$ cat config.mk
export PLATFORM = sky130hd
export DESIGN_NAME = linear_ramp_generator_unit_flat
export DESIGN_NICKNAME = d
export VERILOG_FILES = /design/src/sv/lrg_pkg.sv /design/src/sv/lrg_if.sv /design/src/sv/lrg_interp.sv /design/src/sv/linear_ramp_generator_unit.sv /design/src/flat_wrapper.sv
export SDC_FILE = /design/constraint.sdc
export NUM_CORES = 1
export LEC_CHECK = 0
export ABC_AREA = 1
export CORE_UTILIZATION = 52
export DETAILED_ROUTE_END_ITERATION = 10
export DONT_BUFFER_PORTS = 1
export HOLD_SLACK_MARGIN = 0.08
export PLACE_DENSITY = 0.67
export RECOVER_POWER = 100
export SLEW_MARGIN = 20
export SYNTH_ARGS = -nofsm -noshare
export SYNTH_HDL_FRONTEND = slang
export SYNTH_SLANG_ARGS = --single-unit
$ cat constraint.sdc
create_clock -name clk -period 13.3 [get_ports clk]
set_input_delay 2.66 -clock clk [delete_from_list [all_inputs] [get_ports clk]]
set_output_delay 2.66 -clock clk [all_outputs]
set_load 0.01 [all_outputs]
$ cat src/sv/lrg_pkg.sv
// Shared types, widths, codes and helper functions of the linear ramp generator.
// No dependencies; compiled first.

package lrg_pkg;

  localparam int VALUE_BITS    = 32;
  localparam int TIME_BITS     = 24;
  localparam int GRAIN_BITS    = 16;
  localparam int DEFAULT_GRAIN = 20;

  // countdown must hold the default grain even for narrow grain registers
  localparam int DLY_W    = (GRAIN_BITS > 5) ? GRAIN_BITS : 5;
  localparam int MAG_W    = VALUE_BITS + 1;
  localparam int PROD_W   = MAG_W + TIME_BITS;
  localparam int ADD_W    = ((VALUE_BITS > TIME_BITS) ? VALUE_BITS : TIME_BITS) + 2;
  localparam int STEP_MAX = (MAG_W > TIME_BITS) ? MAG_W : TIME_BITS;
  localparam int STEP_W   = $clog2(STEP_MAX);
  localparam int CMP_W    = (DLY_W > TIME_BITS) ? DLY_W : TIME_BITS;

  typedef logic signed [VALUE_BITS-1:0] value_t;
  typedef logic [TIME_BITS-1:0]         time_t;
  typedef logic [GRAIN_BITS-1:0]        grain_t;
  typedef logic [DLY_W-1:0]             dly_t;
  typedef logic [MAG_W-1:0]             mag_t;
  typedef logic [PROD_W-1:0]            prod_t;
  typedef logic [ADD_W-1:0]             add_t;
  typedef logic [STEP_W-1:0]            step_t;
  typedef logic [CMP_W-1:0]             cmp_t;

  typedef enum logic [1:0] {
    ACT_TICK = 2'd0,
    ACT_GO   = 2'd1,
    ACT_STOP = 2'd2,
    ACT_SET  = 2'd3
  } action_t;

  typedef enum logic [1:0] {
    S_IDLE,
    S_EVAL,
    S_CALC,
    S_EMIT
  } ctrl_state_t;

  typedef enum logic [2:0] {
    U_IDLE,
    U_DIFF,
    U_ABS,
    U_MUL,
    U_DIV,
    U_SUM
  } unit_state_t;

  function automatic dly_t eff_grain(input dly_t g);
    eff_grain = (g == '0) ? dly_t'(DEFAULT_GRAIN) : g;
  endfunction

  // min(grain, remaining); the result fits the countdown either way
  function automatic dly_t min_delay(input dly_t g, input time_t rem);
    cmp_t gw;
    cmp_t rw;
    gw = cmp_t'(g);
    rw = cmp_t'(rem);
    min_delay = (gw < rw) ? g : dly_t'(rw);
  endfunction

endpackage

$ cat src/sv/lrg_if.sv
// Valid/ready channel interfaces for the input items and the result items.
// Depends on lrg_pkg.

interface lrg_in_if;
  logic                  valid;
  logic                  ready;
  logic [1:0]            action;
  lrg_pkg::value_t       new_value;
  lrg_pkg::time_t        ramp_ticks;

  modport source (output valid, output action, output new_value, output ramp_ticks,
                  input ready);
  modport sink   (input valid, input action, input new_value, input ramp_ticks,
                  output ready);
endinterface

interface lrg_out_if;
  logic                  valid;
  logic                  ready;
  lrg_pkg::value_t       value;
  logic                  at_target;

  modport source (output valid, output value, output at_target, input ready);
  modport sink   (input valid, input value, input at_target, output ready);
endinterface

$ cat src/sv/lrg_interp.sv
// Iterative interpolator: start + sign(d) * floor(|d| * e / L) on one shared adder.
// Depends on lrg_pkg.

module lrg_interp (
  input  logic            clk,
  input  logic            rst_n,
  input  logic            start,
  input  lrg_pkg::value_t start_value,
  input  lrg_pkg::value_t target_value,
  input  lrg_pkg::time_t  elapsed,
  input  lrg_pkg::time_t  length,
  output logic            done,
  output lrg_pkg::value_t result
);

  lrg_pkg::unit_state_t state_r, state_nxt;
  lrg_pkg::step_t       step_r, step_nxt;
  logic                 neg_r, neg_nxt;
  lrg_pkg::mag_t        mag_r, mag_nxt;
  lrg_pkg::prod_t       prod_r, prod_nxt;
  lrg_pkg::time_t       rem_r, rem_nxt;
  lrg_pkg::value_t      result_r, result_nxt;
  logic                 done_r, done_nxt;

  // shared adder / subtractor
  lrg_pkg::add_t              add_a, add_b;
  logic                       add_sub;
  logic [lrg_pkg::ADD_W:0]    add_sum;
  logic                       add_carry;
  logic [lrg_pkg::TIME_BITS:0] div_t;

  assign div_t     = {rem_r, prod_r[lrg_pkg::MAG_W-1]};
  assign add_sum   = {1'b0, add_a} + {1'b0, add_b ^ {lrg_pkg::ADD_W{add_sub}}}
                   + (lrg_pkg::ADD_W+1)'(add_sub);
  assign add_carry = add_sum[lrg_pkg::ADD_W];

  always_comb begin
    add_a   = '0;
    add_b   = '0;
    add_sub = 1'b0;
    unique case (state_r)
      lrg_pkg::U_DIFF: begin
        add_a   = lrg_pkg::add_t'(target_value);
        add_b   = lrg_pkg::add_t'(start_value);
        add_sub = 1'b1;
      end
      lrg_pkg::U_ABS: begin
        add_b   = lrg_pkg::add_t'(mag_r);
        add_sub = neg_r;
      end
      lrg_pkg::U_MUL: begin
        add_a = lrg_pkg::add_t'(prod_r[lrg_pkg::PROD_W-1:lrg_pkg::TIME_BITS]);
        add_b = prod_r[0] ? lrg_pkg::add_t'(mag_r) : '0;
      end
      lrg_pkg::U_DIV: begin
        add_a   = lrg_pkg::add_t'(div_t);
        add_b   = lrg_pkg::add_t'(length);
        add_sub = 1'b1;
      end
      lrg_pkg::U_SUM: begin
        add_a   = lrg_pkg::add_t'(start_value);
        add_b   = lrg_pkg::add_t'(prod_r[lrg_pkg::MAG_W-1:0]);
        add_sub = neg_r;
      end
      default: begin
      end
    endcase
  end

  // next state
  always_comb begin
    state_nxt = state_r;
    unique case (state_r)
      lrg_pkg::U_IDLE: if (start) state_nxt = lrg_pkg::U_DIFF;
      lrg_pkg::U_DIFF: state_nxt = lrg_pkg::U_ABS;
      lrg_pkg::U_ABS:  state_nxt = lrg_pkg::U_MUL;
      lrg_pkg::U_MUL: begin
        if (step_r == lrg_pkg::step_t'(lrg_pkg::TIME_BITS-1)) state_nxt = lrg_pkg::U_DIV;
      end
      lrg_pkg::U_DIV: begin
        if (step_r == lrg_pkg::step_t'(lrg_pkg::MAG_W-1)) state_nxt = lrg_pkg::U_SUM;
      end
      lrg_pkg::U_SUM:  state_nxt = lrg_pkg::U_IDLE;
      default:         state_nxt = lrg_pkg::U_IDLE;
    endcase
  end

  // datapath
  always_comb begin
    step_nxt   = step_r;
    neg_nxt    = neg_r;
    mag_nxt    = mag_r;
    prod_nxt   = prod_r;
    rem_nxt    = rem_r;
    result_nxt = result_r;
    done_nxt   = 1'b0;
    unique case (state_r)
      lrg_pkg::U_IDLE: begin
      end
      lrg_pkg::U_DIFF: begin
        // signed difference fits MAG_W bits; top bit is its sign
        mag_nxt = add_sum[lrg_pkg::MAG_W-1:0];
        neg_nxt = add_sum[lrg_pkg::MAG_W-1];
      end
      lrg_pkg::U_ABS: begin
        mag_nxt  = add_sum[lrg_pkg::MAG_W-1:0];
        prod_nxt = {{lrg_pkg::MAG_W{1'b0}}, elapsed};
        step_nxt = '0;
      end
      lrg_pkg::U_MUL: begin
        // LSB-first shift-add: |d| * e
        prod_nxt = {add_sum[lrg_pkg::MAG_W:0], prod_r[lrg_pkg::TIME_BITS-1:1]};
        if (step_r == lrg_pkg::step_t'(lrg_pkg::TIME_BITS-1)) begin
          // product < 2^MAG_W * L, so the top part is already a valid remainder
          rem_nxt  = prod_nxt[lrg_pkg::PROD_W-1:lrg_pkg::MAG_W];
          step_nxt = '0;
        end else begin
          step_nxt = step_r + 1'b1;
        end
      end
      lrg_pkg::U_DIV: begin
        // restoring divide, one quotient bit per cycle into the low bits
        rem_nxt = add_carry ? add_sum[lrg_pkg::TIME_BITS-1:0]
                            : div_t[lrg_pkg::TIME_BITS-1:0];
        prod_nxt[lrg_pkg::MAG_W-1:0] = {prod_r[lrg_pkg::MAG_W-2:0], add_carry};
        step_nxt = step_r + 1'b1;
      end
      lrg_pkg::U_SUM: begin
        result_nxt = add_sum[lrg_pkg::VALUE_BITS-1:0];
        done_nxt   = 1'b1;
      end
      default: begin
      end
    endcase
  end

  always_ff @(posedge clk) begin
    if (!rst_n) begin
      state_r <= lrg_pkg::U_IDLE;
      step_r  <= '0;
      done_r  <= 1'b0;
    end else begin
      state_r <= state_nxt;
      step_r  <= step_nxt;
      done_r  <= done_nxt;
    end
  end

  always_ff @(posedge clk) begin
    neg_r    <= neg_nxt;
    mag_r    <= mag_nxt;
    prod_r   <= prod_nxt;
    rem_r    <= rem_nxt;
    result_r <= result_nxt;
  end

  assign done   = done_r;
  assign result = result_r;

endmodule

$ cat src/sv/linear_ramp_generator_unit.sv
// Top level of the linear ramp generator: item sequencer, ramp state and output register.
// Depends on lrg_pkg, lrg_in_if / lrg_out_if and lrg_interp.

// Ramps a signed Q16.16 value to a target over a number of tick items, sending
// the interpolated value every grain ticks and the exact target at the end.
// Items are handled one at a time. A tick that sends nothing passes from the
// transfer through the evaluate state back to ready. An item that sends the
// target or a jump value goes on to the emit state, which loads the output
// register when it is free. An item that needs the interpolated value (a due
// tick inside the ramp, a go with a non-zero length before the last segment
// has run its length) first waits in the calculate state for the interpolator,
// whose single adder does a 24-step shift-add multiply and a 33-step restoring
// divide. A finished result sits in the output register, so the next item is
// taken while the result waits to be transferred. No clearing pass after reset.

module linear_ramp_generator_unit (
  input  logic                    clk,
  input  logic                    rst_n,
  input  logic                    cfg_wr_en,
  input  lrg_pkg::grain_t         cfg_wr_data,
  lrg_in_if.sink                  in_ch,
  lrg_out_if.source               out_ch
);

  lrg_pkg::ctrl_state_t state_r, state_nxt;

  // grain register; zero reads as the default grain
  lrg_pkg::dly_t   grain_r;
  lrg_pkg::dly_t   grain_eff;

  // ramp state
  lrg_pkg::value_t start_r, start_nxt;
  lrg_pkg::value_t target_r, target_nxt;
  lrg_pkg::time_t  rlen_r, rlen_nxt;
  lrg_pkg::time_t  elapsed_r, elapsed_nxt;
  lrg_pkg::dly_t   cnt_r, cnt_nxt;
  logic            ramping_r, ramping_nxt;

  // item held for the duration of its work
  lrg_pkg::action_t act_r;
  lrg_pkg::value_t  nv_r;
  lrg_pkg::time_t   len_r;

  // pending result
  lrg_pkg::value_t res_val_r, res_val_nxt;
  logic            res_at_r, res_at_nxt;

  // output register
  logic            out_valid_r, out_valid_nxt;
  lrg_pkg::value_t out_value_r, out_value_nxt;
  logic            out_at_r, out_at_nxt;

  logic            in_xfer;
  logic            ended;
  logic            emit_load;
  logic            apply_go;
  lrg_pkg::value_t go_iv;
  logic            unit_start;
  logic            unit_done;
  lrg_pkg::value_t unit_result;

  assign in_ch.ready = (state_r == lrg_pkg::S_IDLE);
  assign in_xfer     = in_ch.valid && in_ch.ready;
  assign grain_eff   = lrg_pkg::eff_grain(grain_r);
  assign ended       = (elapsed_r >= rlen_r);
  assign emit_load   = (state_r == lrg_pkg::S_EMIT) && (!out_valid_r || out_ch.ready);

  // go restart: new segment starts at the value interpolated right now
  assign go_iv    = (state_r == lrg_pkg::S_CALC) ? unit_result : target_r;
  assign apply_go = (act_r == lrg_pkg::ACT_GO) && (len_r != '0) &&
                    (((state_r == lrg_pkg::S_EVAL) && ended) ||
                     ((state_r == lrg_pkg::S_CALC) && unit_done));

  assign unit_start = (state_r == lrg_pkg::S_EVAL) && (state_nxt == lrg_pkg::S_CALC);

  lrg_interp u_interp (
    .clk          (clk),
    .rst_n        (rst_n),
    .start        (unit_start),
    .start_value  (start_r),
    .target_value (target_r),
    .elapsed      (elapsed_r),
    .length       (rlen_r),
    .done         (unit_done),
    .result       (unit_result)
  );

  // next state
  always_comb begin
    state_nxt = state_r;
    unique case (state_r)
      lrg_pkg::S_IDLE: if (in_xfer) state_nxt = lrg_pkg::S_EVAL;
      lrg_pkg::S_EVAL: begin
        unique case (act_r) inside
          lrg_pkg::ACT_TICK: begin
            if (!ramping_r || (cnt_r > lrg_pkg::dly_t'(1))) state_nxt = lrg_pkg::S_IDLE;
            else if (ended)                               state_nxt = lrg_pkg::S_EMIT;
            else                                          state_nxt = lrg_pkg::S_CALC;
          end
          lrg_pkg::ACT_GO: begin
            if ((len_r == '0) || ended) state_nxt = lrg_pkg::S_EMIT;
            else                        state_nxt = lrg_pkg::S_CALC;
          end
          lrg_pkg::ACT_STOP, lrg_pkg::ACT_SET: state_nxt = lrg_pkg::S_IDLE;
          default:                             state_nxt = lrg_pkg::S_IDLE;
        endcase
      end
      lrg_pkg::S_CALC: if (unit_done) state_nxt = lrg_pkg::S_EMIT;
      lrg_pkg::S_EMIT: if (emit_load) state_nxt = lrg_pkg::S_IDLE;
      default:         state_nxt = lrg_pkg::S_IDLE;
    endcase
  end

  // ramp state and result updates
  always_comb begin
    start_nxt   = start_r;
    target_nxt  = target_r;
    rlen_nxt    = rlen_r;
    elapsed_nxt = elapsed_r;
    cnt_nxt     = cnt_r;
    ramping_nxt = ramping_r;
    res_val_nxt = res_val_r;
    res_at_nxt  = res_at_r;

    // time advances at the transfer of a tick, saturating
    if (in_xfer && (lrg_pkg::action_t'(in_ch.action) == lrg_pkg::ACT_TICK) &&
        (elapsed_r != '1)) begin
      elapsed_nxt = elapsed_r + 1'b1;
    end

    if (state_r == lrg_pkg::S_EVAL) begin
      case (act_r) inside
        lrg_pkg::ACT_TICK: begin
          if (ramping_r) begin
            if (cnt_r > lrg_pkg::dly_t'(1)) begin
              cnt_nxt = cnt_r - 1'b1;
            end else if (ended) begin
              ramping_nxt = 1'b0;
              cnt_nxt     = '0;
              res_val_nxt = target_r;
              res_at_nxt  = 1'b1;
            end else begin
              cnt_nxt    = lrg_pkg::min_delay(grain_eff, rlen_r - elapsed_r);
              res_at_nxt = 1'b0;
            end
          end
        end
        lrg_pkg::ACT_GO: begin
          if (len_r == '0) begin
            // jump and report it as the target
            start_nxt   = nv_r;
            target_nxt  = nv_r;
            ramping_nxt = 1'b0;
            cnt_nxt     = '0;
            res_val_nxt = nv_r;
            res_at_nxt  = 1'b1;
          end
        end
        lrg_pkg::ACT_STOP: begin
          target_nxt  = start_r;
          ramping_nxt = 1'b0;
          cnt_nxt     = '0;
        end
        lrg_pkg::ACT_SET: begin
          start_nxt   = nv_r;
          target_nxt  = nv_r;
          ramping_nxt = 1'b0;
          cnt_nxt     = '0;
        end
        default: begin
        end
      endcase
    end

    if ((state_r == lrg_pkg::S_CALC) && unit_done && (act_r == lrg_pkg::ACT_TICK)) begin
      res_val_nxt = unit_result;
    end

    if (apply_go) begin
      start_nxt   = go_iv;
      target_nxt  = nv_r;
      rlen_nxt    = len_r;
      elapsed_nxt = '0;
      cnt_nxt     = lrg_pkg::min_delay(grain_eff, len_r);
      ramping_nxt = 1'b1;
      res_val_nxt = go_iv;
      res_at_nxt  = 1'b0;
    end
  end

  // output register
  always_comb begin
    out_value_nxt = out_value_r;
    out_at_nxt    = out_at_r;
    out_valid_nxt = out_valid_r && !out_ch.ready;
    if (emit_load) begin
      out_valid_nxt = 1'b1;
      out_value_nxt = res_val_r;
      out_at_nxt    = res_at_r;
    end
  end

  always_ff @(posedge clk) begin
    if (!rst_n) begin
      state_r     <= lrg_pkg::S_IDLE;
      grain_r     <= lrg_pkg::dly_t'(lrg_pkg::DEFAULT_GRAIN);
      start_r     <= '0;
      target_r    <= '0;
      rlen_r      <= '0;
      elapsed_r   <= '0;
      cnt_r       <= '0;
      ramping_r   <= 1'b0;
      out_valid_r <= 1'b0;
    end else begin
      state_r     <= state_nxt;
      if (cfg_wr_en) begin
        grain_r <= lrg_pkg::dly_t'(cfg_wr_data);
      end
      start_r     <= start_nxt;
      target_r    <= target_nxt;
      rlen_r      <= rlen_nxt;
      elapsed_r   <= elapsed_nxt;
      cnt_r       <= cnt_nxt;
      ramping_r   <= ramping_nxt;
      out_valid_r <= out_valid_nxt;
    end
  end

  always_ff @(posedge clk) begin
    if (in_xfer) begin
      act_r <= lrg_pkg::action_t'(in_ch.action);
      nv_r  <= in_ch.new_value;
      len_r <= in_ch.ramp_ticks;
    end
    res_val_r   <= res_val_nxt;
    res_at_r    <= res_at_nxt;
    out_value_r <= out_value_nxt;
    out_at_r    <= out_at_nxt;
  end

  assign out_ch.valid     = out_valid_r;
  assign out_ch.value     = out_value_r;
  assign out_ch.at_target = out_at_r;

endmodule

$ cat src/flat_wrapper.sv
// flat-port wrapper written by rule: the top's interface ports become plain ports
module linear_ramp_generator_unit_flat 
  (clk, rst_n, cfg_wr_en, cfg_wr_data, in_ch_valid, in_ch_action, in_ch_new_value, in_ch_ramp_ticks, in_ch_ready, out_ch_valid, out_ch_value, out_ch_at_target, out_ch_ready);
  lrg_in_if in_ch_i ();
  lrg_out_if out_ch_i ();
  input  logic clk;
  input  logic rst_n;
  input  logic cfg_wr_en;
  input  lrg_pkg::grain_t cfg_wr_data;
  input wire logic [$bits(in_ch_i.valid)-1:0] in_ch_valid;
  input wire logic [$bits(in_ch_i.action)-1:0] in_ch_action;
  input wire logic [$bits(in_ch_i.new_value)-1:0] in_ch_new_value;
  input wire logic [$bits(in_ch_i.ramp_ticks)-1:0] in_ch_ramp_ticks;
  output wire logic [$bits(in_ch_i.ready)-1:0] in_ch_ready;
  output wire logic [$bits(out_ch_i.valid)-1:0] out_ch_valid;
  output wire logic [$bits(out_ch_i.value)-1:0] out_ch_value;
  output wire logic [$bits(out_ch_i.at_target)-1:0] out_ch_at_target;
  input wire logic [$bits(out_ch_i.ready)-1:0] out_ch_ready;
  assign in_ch_i.valid = in_ch_valid;
  assign in_ch_i.action = in_ch_action;
  assign in_ch_i.new_value = in_ch_new_value;
  assign in_ch_i.ramp_ticks = in_ch_ramp_ticks;
  assign in_ch_ready = in_ch_i.ready;
  assign out_ch_valid = out_ch_i.valid;
  assign out_ch_value = out_ch_i.value;
  assign out_ch_at_target = out_ch_i.at_target;
  assign out_ch_i.ready = out_ch_ready;
  linear_ramp_generator_unit u_core (.clk(clk), .rst_n(rst_n), .cfg_wr_en(cfg_wr_en), .cfg_wr_data(cfg_wr_data), .in_ch(in_ch_i), .out_ch(out_ch_i));
endmodule
; ---- Word level (Yosys, flattened, before mapping)
; Cells that the tools add are included.
[word_totals]
register_bits = 429
input_bits = 79
output_inout_bits = 35
elab_cells = 189
[op_classes]
n_addsub = 6
n_lt_le_gt_ge = 4
eq_ne = 28
n_mux = 75
bitwise_logic = 2
n_reduce_logical = 49
[op_table]
columns = cell, n
row1 = two-way mux 32 bit, 21
row2 = two-way mux 16 bit, 13
row3 = one-hot mux 34 bit (5 select lines), 1
row4 = one-hot mux 34 bit (4 select lines), 1
row5 = one-hot mux 33 bit (3 select lines), 1
row6 = one-hot mux 24 bit (2 select lines), 2
row7 = < comparator 16 x 24 -> 1 bit, 2
row8 = two-way mux 24 bit, 2
row9 = adder 34 x 34 -> 35 bit, 1
row10 = adder 35 x 1 -> 35 bit, 1
row11 = XOR 34 bit, 1
row12 = two-way mux 33 bit, 1
row13 = adder 24 x 1 -> 24 bit (second input constant), 1
row14 = greater-or-equal comparator 24 bit, 1
row15 = zero test 24 bit, 1
row16 = inequality test 24 bit (second input constant), 1
row17 = nonzero test 24 bit, 1
row18 = subtractor 24 bit, 1
row19 = two-way mux 1 bit, 20
row20 = one-hot mux 6 bit (3 select lines), 1
row21 = > comparator 16 x 1 -> 1 bit (second input constant), 1
row22 = zero test 16 bit, 1
row23 = subtractor 16 x 1 -> 16 bit (second input constant), 1
row24 = one-hot mux 3 bit (5 select lines), 1
row25 = 36 further kinds, 86

; ---- Longest topological paths before layout
; Gate-level depths: netlist of the first run.
[logic_depth]
depth_word = 10
depth_mapped = 27

; ---- Cells and area by module
; Synthesis of the first run repeated with hierarchy kept, for this count alone.
[hier_totals]
cells_unflattened = 3189
area_unflattened_um2 = 25421.9
[modules_own_cells]
columns = module, instances, cells_each, area_per_inst_um2
row1 = linear_ramp_generator_unit, 1, 1935, 15160.8
row2 = lrg_interp, 1, 1254, 10261.1

; ---- Worst setup path after synthesis of the first run
; Ideal clock, no wire load.
[synth_path]
kind = input port to flip-flop
start = in out_ch_ready
end = reg u_core.u_interp.state_r[0]
arrival_time_ns = 4.997
slack_ns = 8.188
stages = 9
n_path_buf = 0
cell_sequence = inv_1 > a21oi_1 > nor2_1 > o21ai_0 > nand4_1 > nand3_1 > nand3_1 > nand2_1 > nor2_1
[synth_via]
elab_chain_cells = 8
[synth_rtl]
columns = element, line_no
row1 = start: declaration, flat_wrapper.sv:18  ; input wire logic [$bits(out_ch_i.ready)-1:0] out_ch_ready;
row2 = logical OR 1 bit, linear_ramp_generator_unit.sv:66  ; assign emit_load = (state_r == lrg_pkg::S_EMIT) && (!out_valid_r || out_ch.ready);
row3 = logical AND 1 bit, linear_ramp_generator_unit.sv:66
row4 = named net u_core.emit_load, linear_ramp_generator_unit.sv:55  ; logic emit_load;
row5 = two-way mux 2 bit, linear_ramp_generator_unit.sv:109  ; lrg_pkg::S_EMIT: if (emit_load) state_nxt = lrg_pkg::S_IDLE;
row6 = one-hot mux 2 bit (4 select lines), linear_ramp_generator_unit.sv:91  ; unique case (state_r)
row7 = == test 2 bit, linear_ramp_generator_unit.sv:74  ; assign unit_start = (state_r == lrg_pkg::S_EVAL) && (state_nxt == lrg_pkg::S_CALC);
row8 = logical AND 1 bit, linear_ramp_generator_unit.sv:74
row9 = inequality test 2 bit (no source line), n/a
row10 = AND reduction 3 bit (no source line), n/a
row11 = end signal: assignment, lrg_interp.sv:139  ; state_r <= lrg_pkg::U_IDLE;
row12 = end signal: assignment, lrg_interp.sv:143  ; state_r <= state_nxt;
row13 = end: declaration, lrg_interp.sv:16  ; lrg_pkg::unit_state_t state_r, state_nxt;
; The timed path passes the listed nets, and every way through them passes these cells.
; A chain may end at the register's enable or synchronous reset.

; ---- Worst setup path after layout of the first run
[layout_path]
start = reg u_core.rlen_r[0]
end = reg u_core.target_r[20]
[layout_via]
elab_chain_cells = 6
[layout_rtl]
columns = element, line_no
row1 = start: declaration, linear_ramp_generator_unit.sv:34  ; lrg_pkg::time_t rlen_r, rlen_nxt;
row2 = start signal: assignment, linear_ramp_generator_unit.sv:221  ; rlen_r <= rlen_nxt;
row3 = greater-or-equal comparator 24 bit *, linear_ramp_generator_unit.sv:65  ; assign ended = (elapsed_r >= rlen_r);
row4 = logical AND 1 bit *, linear_ramp_generator_unit.sv:71  ; (((state_r == lrg_pkg::S_EVAL) && ended) ||
row5 = logical OR 1 bit *, linear_ramp_generator_unit.sv:71
row6 = logical AND 1 bit *, linear_ramp_generator_unit.sv:70  ; assign apply_go = (act_r == lrg_pkg::ACT_GO) && (len_r != '0) &&
row7 = "inequality test 3 x 2 -> 1 bit (no source line), or another cell as far along", n/a
row8 = AND reduction 4 bit (no source line), n/a
row9 = end signal: assignment, linear_ramp_generator_unit.sv:220  ; target_r <= target_nxt;
row10 = end: declaration, linear_ramp_generator_unit.sv:33  ; lrg_pkg::value_t target_r, target_nxt;
; Mark *: on every way between the ends. The rest lies on a longest branch, timed or not.

==> flow_summary.json, run 1 <==
{
  "whs_endpoint": "u_core.out_ch.value[11]",
  "slew_headroom": -1.90,
  "cts_resized": 0,
  "hold_viol_final": 0,
  "critPathRequiredTime_ps": 13810,
  "peakVddDrop_mv": 0.105,
  "async_flop_share": 0,
  "die_h_um": 223,
  "routed_wl_um": 84400,
  "cts_tree": "built",
  "drc_errors": 0,
  "r2r_end": "u_core.target_r[20]",
  "grt_max_degree": 121,
  "ant_nets": 0,
  "crit_path_end_kind": "register",
  "final_cell_mix": "818 x nand2_1, 401 x inv_1, 307 x o21ai_0",
  "die_x_um": 223,
  "startpoint_type": "register",
  "finalSetupViolations": 0,
  "maxCapViolCount": 15,
  "reg2reg_depth": 21,
  "setup_tns_ps": 0,
  "cts_setup_buffers": 0,
  "clk_path_buf_depth": 3,
  "fin_crit_sh": 0.679,
  "synth_edf_count": 270,
  "std_cell_rows": 80,
  "dp_slack_ps": 7710,
  "netlist_instances": 3225,
  "violations": "capacitance limit, slew limit",
  "power.density_nw_per_um2": 188,
  "clk_pin_slew_ps": 60,
  "reg2reg_setup_slack_ps": 4270,
  "fin_nets": 3324,
  "critPathMaxFanout": 46,
  "insertion_delay_ps": 610,
  "startpoint": "u_core.rlen_r[0]",
  "antenna_found_initial": 4,
  "holdBufCountCts": 0,
  "outcome": "finished, violations left",
  "min_path_cells": 0,
  "vias_per_cell": 5.97,
  "hold_path_class": "reg -> reg",
  "fillerInstances": 4542,
  "grt_setup_unrepaired": "no",
  "yosys_register_bits": 429,
  "syn-num-nets": 3399,
  "cp.arrival_ps": 9540,
  "vias": 22700,
  "final_common_cell": "nand2_1",
  "ys.flop_type": "edfxtp_1",
  "hold_start": "u_core.res_val_r[11]",
  "yosysSeqAreaShare": 0.446,
  "hold_slack_ps": 417,
  "period_minus_slack_ps": 9030,
  "cts.sinks": 429,
  "final_max_slew_viol_count": 559,
  "start_util": 0.529,
  "io_pins": 114,
  "grt.overflow.total": 0,
  "fmax_ghz": 0.111,
  "hpwl_um": 62200,
  "synth_cell_types": 56,
  "first_global_vias": 20400,
  "cts_htree_levels": 2,
  "syn-mean-instance-area_um2": 7.85,
  "syn_to_final_growth_pct": 6.66,
  "io_buffers": 0,
  "clockRootBuffer": "clkbuf_16",
  "layout_setup_ws_ps": 4270,
  "p_leak_uw": 0.0110,
  "tightest_slew_ps": 4300,
  "critical_path_class": "reg -> reg",
  "fp.dieArea_um2": 49600,
  "r2r_start": "u_core.rlen_r[0]",
  "grt_pass1_wl_um": 125000,
  "grt_use_total": 0.334,
  "first_pass_iters": 6,
  "wl_per_cell_um": 22.2,
  "cts_made_buffers": 47,
  "gp_congestion": 0.957,
  "drt_iter0_drc": 2926,
  "syn-cell-area_um2": 25300,
  "ys_warn_count": 0,
  "final_layout_size_suffix_gt1_frac": 0.0474,
  "fp.coreArea_um2": 47800,
  "fin_skew_ps": 33.8
}
-- per-stage QoR --
step	cells	power [µW]	cell area, µm²	util
2_1_floorplan	3225	3080	25300	-
3_3_place_gp	3715	3690	25600	0.535
3_5_place_dp	3715	3710	25600	0.536
4_1_cts	3803	5020	27200	0.568
5_1_grt	3805	5290	27000	0.564
6_report	3805	5070	27000	0.564
-- cells by family (layout without fill, tap and decap cells) --
kind of cell	after synthesis	in the layout	synth area share
other	0	1	0
adders and majority gates	95	95	0.0475
buffers and inverters	559	523	0.0888
xor gates and xnor gates	87	87	0.0301
and+or+nand+nor	1340	1340	0.224
AOI/OAI and AO/OA	715	715	0.164
DFF	429	429	0.446
-- flip-flops by register name, summed over array words and instances (netlist names), 3 cells and up --
name,count
u_core.u_interp.prod_r,57
u_core.u_interp.mag_r,33
u_core.nv_r,32
u_core.out_ch.value,32
u_core.res_val_r,32
u_core.start_r,32
u_core.target_r,32
u_core.u_interp.result,32
u_core.elapsed_r,24
u_core.len_r,24
u_core.rlen_r,24
u_core.u_interp.rem_r,24
u_core.cnt_r,16
u_core.grain_r,16
u_core.u_interp.step_r,6
u_core.u_interp.state_r,3
-- worst max path at each step --
stage                                 endpoint  slack [ps]  depth (start not counted)
floorplan           u_core.u_interp.state_r[0]        8190                          9
global route               u_core.target_r[15]        3880                         21
CTS                   u_core.u_interp.rem_r[8]        7650                         25
global placement     u_core.u_interp.rem_r[18]        7600                         19
detailed placement   u_core.u_interp.rem_r[18]        7710                         25
finish                     u_core.target_r[20]        4270                         21
-- critical path: stages, from the launching register on --
cell	delay, ps
dfxtp_1	350
inv_1	70
ha_1	220
fa_1	410
inv_1	150
nand3_1	90
nand3_1	230
nand2_1	80
nand2_1	100
nand2_1	90
nand2_1	120
nand2_1	60
nand3_1	130
nand2_1	300
clkinvlp_2	550
o21ai_0	180
nand2_2	90
clkbuf_1	1680
nand2_1	1870
nand2_1	1700
nand2_1	210
a21oi_2	190
-- routing by layer --
layer | part of all wire | global-route usage
met2 | 0.40 | 0.457
met4 | 0.027 | 0.0921
met1 | 0.45 | 0.512
met3 | 0.13 | 0.0861
met5 | 0 | 0
-- synth_stat cells (4+ instances only) --
cell type	number	share of area
buf_2	17	0.0034
nand2_4	5	0.0022
inv_1	396	0.059
and2_1	7	0.0017
nand3_1	126	0.025
a21oi_2	21	0.0073
nor2_2	5	0.0012
a221o_1	5	0.0020
a21oi_1	204	0.040
a31oi_1	12	0.0030
ha_1	93	0.046
nand2_2	7	0.0017
nor2_1	256	0.038
a22oi_1	23	0.0068
edfxtp_1	270	0.32
o221ai_1	46	0.016
or2_2	6	0.0015
buf_4	11	0.0033
nor3_1	35	0.0069
nor4_1	8	0.0020
xor2_1	66	0.023
buf_1	10	0.0015
nand4_1	30	0.0074
a221oi_1	9	0.0031
a21boi_0	4	0.0012
xnor2_1	21	0.0073
nand3_2	24	0.0095
o22ai_1	36	0.0089
nand2_1	814	0.12
o21ai_1	5	0.00099
inv_2	11	0.0016
buf_6	7	0.0031
o21bai_1	7	0.0021
dfxtp_1	159	0.13
clkbuf_1	103	0.015
o21ai_0	302	0.060
o211ai_1	29	0.0086
nand3b_1	4	0.0012
nor3b_1	5	0.0015
-- area by class of cell --
| type | instances | area, µm² | area share |
|---|---|---|---|
| clock buffers | 54 | 1230 | 0.0456 |
| clock inverters | 34 | 329 | 0.0122 |
| flip-flops and latches | 429 | 11300 | 0.418 |
| repair buffers | 26 | 146 | 0.00542 |
| multi-input cells | 2237 | 11700 | 0.433 |
| diodes | 1 | 2.50 | 0.0000927 |
| inverters | 409 | 1540 | 0.0569 |
| well taps | 615 | 769 | 0.0285 |
-- power by group --
part | internal (µW) | switching [µW] | leakage, µW | total [µW]
Sequential | 1700 | 86.3 | 0.00382 | 1790
Combinational | 502 | 1460 | 0.00641 | 1960
Clock | 749 | 567 | 0.000759 | 1320
Total | 2950 | 2120 | 0.0110 | 5070
Power figures use the tool's default switching activity.
==> inputs of run 2 (changes only) <==
==> constraint.sdc (replaced) <==
create_clock -name clk -period 8.9 [get_ports clk]
set_input_delay 1.78 -clock clk [delete_from_list [all_inputs] [get_ports clk]]
set_output_delay 1.78 -clock clk [all_outputs]
set_load 0.01 [all_outputs]
==> flow_summary.json, run 2 (same netlist as run 1, synthesis figures left out) <==
{
  "cts_made_buffers": 47,
  "crit_path_end_kind": "register",
  "cts_setup_buffers": 0,
  "drc_errors": 0,
  "finalSetupViolations": 0,
  "cp.arrival_ps": 7280,
  "first_pass_iters": 6,
  "hold_start": "u_core.res_val_r[30]",
  "drt_iter0_drc": 2842,
  "hold_path_class": "reg -> reg",
  "fin_nets": 3324,
  "io_pins": 114,
  "swShare": 0.410,
  "wl_per_cell_um": 22.3,
  "min_path_cells": 0,
  "hold_viol_final": 0,
  "p_int_uw": 4520,
  "pwr-share-comb": 0.380,
  "vias": 22700,
  "switchingPower_uw": 3150,
  "layout_setup_ws_ps": 2060,
  "regArea_um2": 11300,
  "std_cell_rows": 80,
  "dp.cells": 3716,
  "final_max_slew_viol_count": 406,
  "grt.overflow.total": 0,
  "syn_to_final_growth_pct": 7.03,
  "clockRootBuffer": "clkbuf_16",
  "antenna_found_initial": 2,
  "fmax_ghz": 0.146,
  "routed_wl_um": 84700,
  "dp_slack_ps": 3780,
  "startpoint": "u_core.u_interp.state_r[1]",
  "clk_pin_slew_ps": 70,
  "violations": "capacitance limit, slew limit",
  "cts_resized": 0,
  "cts_tree": "built",
  "seqPwrFrac": 0.352,
  "final_common_cell": "nand2_1",
  "cts_htree_levels": 2,
  "grt_use_total": 0.334,
  "maxCapViolCount": 11,
  "p_leak_uw": 0.0110,
  "grt_setup_unrepaired": "no",
  "fp.dieArea_um2": 49600,
  "fin_skew_ps": 22.7,
  "fp.coreArea_um2": 47800,
  "largest_reg_flops": 57,
  "die_h_um": 223,
  "period_minus_slack_ps": 6840,
  "fin_crit_sh": 0.768,
  "critical_path_class": "reg -> reg",
  "slew_headroom": -2.14,
  "io_buffers": 0,
  "vias_per_cell": 5.96,
  "start_util": 0.529,
  "insertion_delay_ps": 600,
  "clkPwrFrac": 0.267,
  "power.density_nw_per_um2": 283,
  "critPathMaxFanout": 45,
  "holdBufCountCts": 0,
  "hpwl_um": 61900,
  "startpoint_type": "register",
  "setup_tns_ps": 0,
  "layout.cells.non_filler": 3805,
  "r2r_start": "u_core.u_interp.state_r[1]",
  "ant_nets": 0,
  "power_uw": 7670,
  "peakVddDrop_mv": 0.170,
  "first_global_vias": 20100,
  "reg2reg_depth": 19,
  "gp_congestion": 0.976,
  "clk_path_buf_depth": 3,
  "die_x_um": 223,
  "cts.sinks": 429,
  "final_layout_size_suffix_gt1_frac": 0.0492,
  "multi_input_area_um2": 11700,
  "outcome": "finished, violations left",
  "tightest_slew_ps": 4660,
  "top_register": "u_core.u_interp.prod_r",
  "grt_max_degree": 97,
  "final_cell_mix": "818 x nand2_1, 399 x inv_1, 307 x o21ai_0",
  "critPathRequiredTime_ps": 9340,
  "largestRegisters": "u_core.u_interp.prod_r: 57 flops, u_core.u_interp.mag_r: 33 flops",
  "grt_pass1_wl_um": 125000,
  "fin_util": 0.566,
  "fillerInstances": 4449
}
-- run 2: cell types whose count changed in the layout (fill, tap and decap cells not counted), moves of 2 or more --
cell / delta
inv_1: -2
buf_4: +3
clkinv_1: -5
bufinv_16: +2
a21oi_1: -6
clkinv_16: -2
a21oi_2: +5
clkbuf_1: +7
clkinv_2: -5
clkbuf_8: +3
clkinvlp_4: -2
-- run 2: metal layers --
metal  up-vias  GRT usage  part of all wire
met1     10600      0.503              0.44
met3       120      0.108              0.13
met2      1316      0.452              0.40
li1      10600          -                 -
met5         -          0           0.00015
met4         2     0.0899             0.026
-- run 2: critical path, cell delays in order (launching register included) --
cell,delay (ps)
dfxtp_1,420
inv_1,110
nand3_1,100
clkbuf_1,1550
inv_2,810
nor3_4,330
buf_4,490
xor2_1,240
ha_1,400
nand2_1,110
nor2_1,280
inv_1,110
nor3_1,280
nand3_1,160
o2111ai_1,130
buf_4,490
nand2_1,280
o21ai_0,170
nand2_1,70
o21ai_0,80
-- run 2: metrics by stage --
step                hold WS [ps]  cell area (µm²)
CTS                          419            27200
global placement             403            25600
global route                 421            27100
floorplan                    400            25300
detailed placement           405            25600
finish                       418            27100
-- run 2: final cells by class --
type	instances	share of cell area
antenna	1	0.0000923
clock buffer	68	0.0493
clock inverter	20	0.00993
inverter	409	0.0567
multi-input combinational	2237	0.433
sequential	429	0.417
tap	615	0.0284
timing repair buffer	26	0.00582
-- run 2: worst paths after layout --
| path | end | slack (ps) |
|---|---|---|
| max | u_core.u_interp.rem_r[0] | 2060 |
| min | u_core.out_ch.value[30] | 420 |
| max reg2reg | u_core.u_interp.rem_r[0] | 2060 |
| min reg2reg | u_core.out_ch.value[30] | 420 |
-- run 2: power groups by stage --
stage | Clock, µW | Combinational, µW | Sequential (µW)
2_1_floorplan | 0 | 1960 | 2640
3_3_place_gp | 0 | 2790 | 2720
3_5_place_dp | 0 | 2820 | 2710
4_1_cts | 2070 | 2830 | 2680
5_1_grt | 2130 | 3150 | 2710
6_report | 2050 | 2920 | 2700
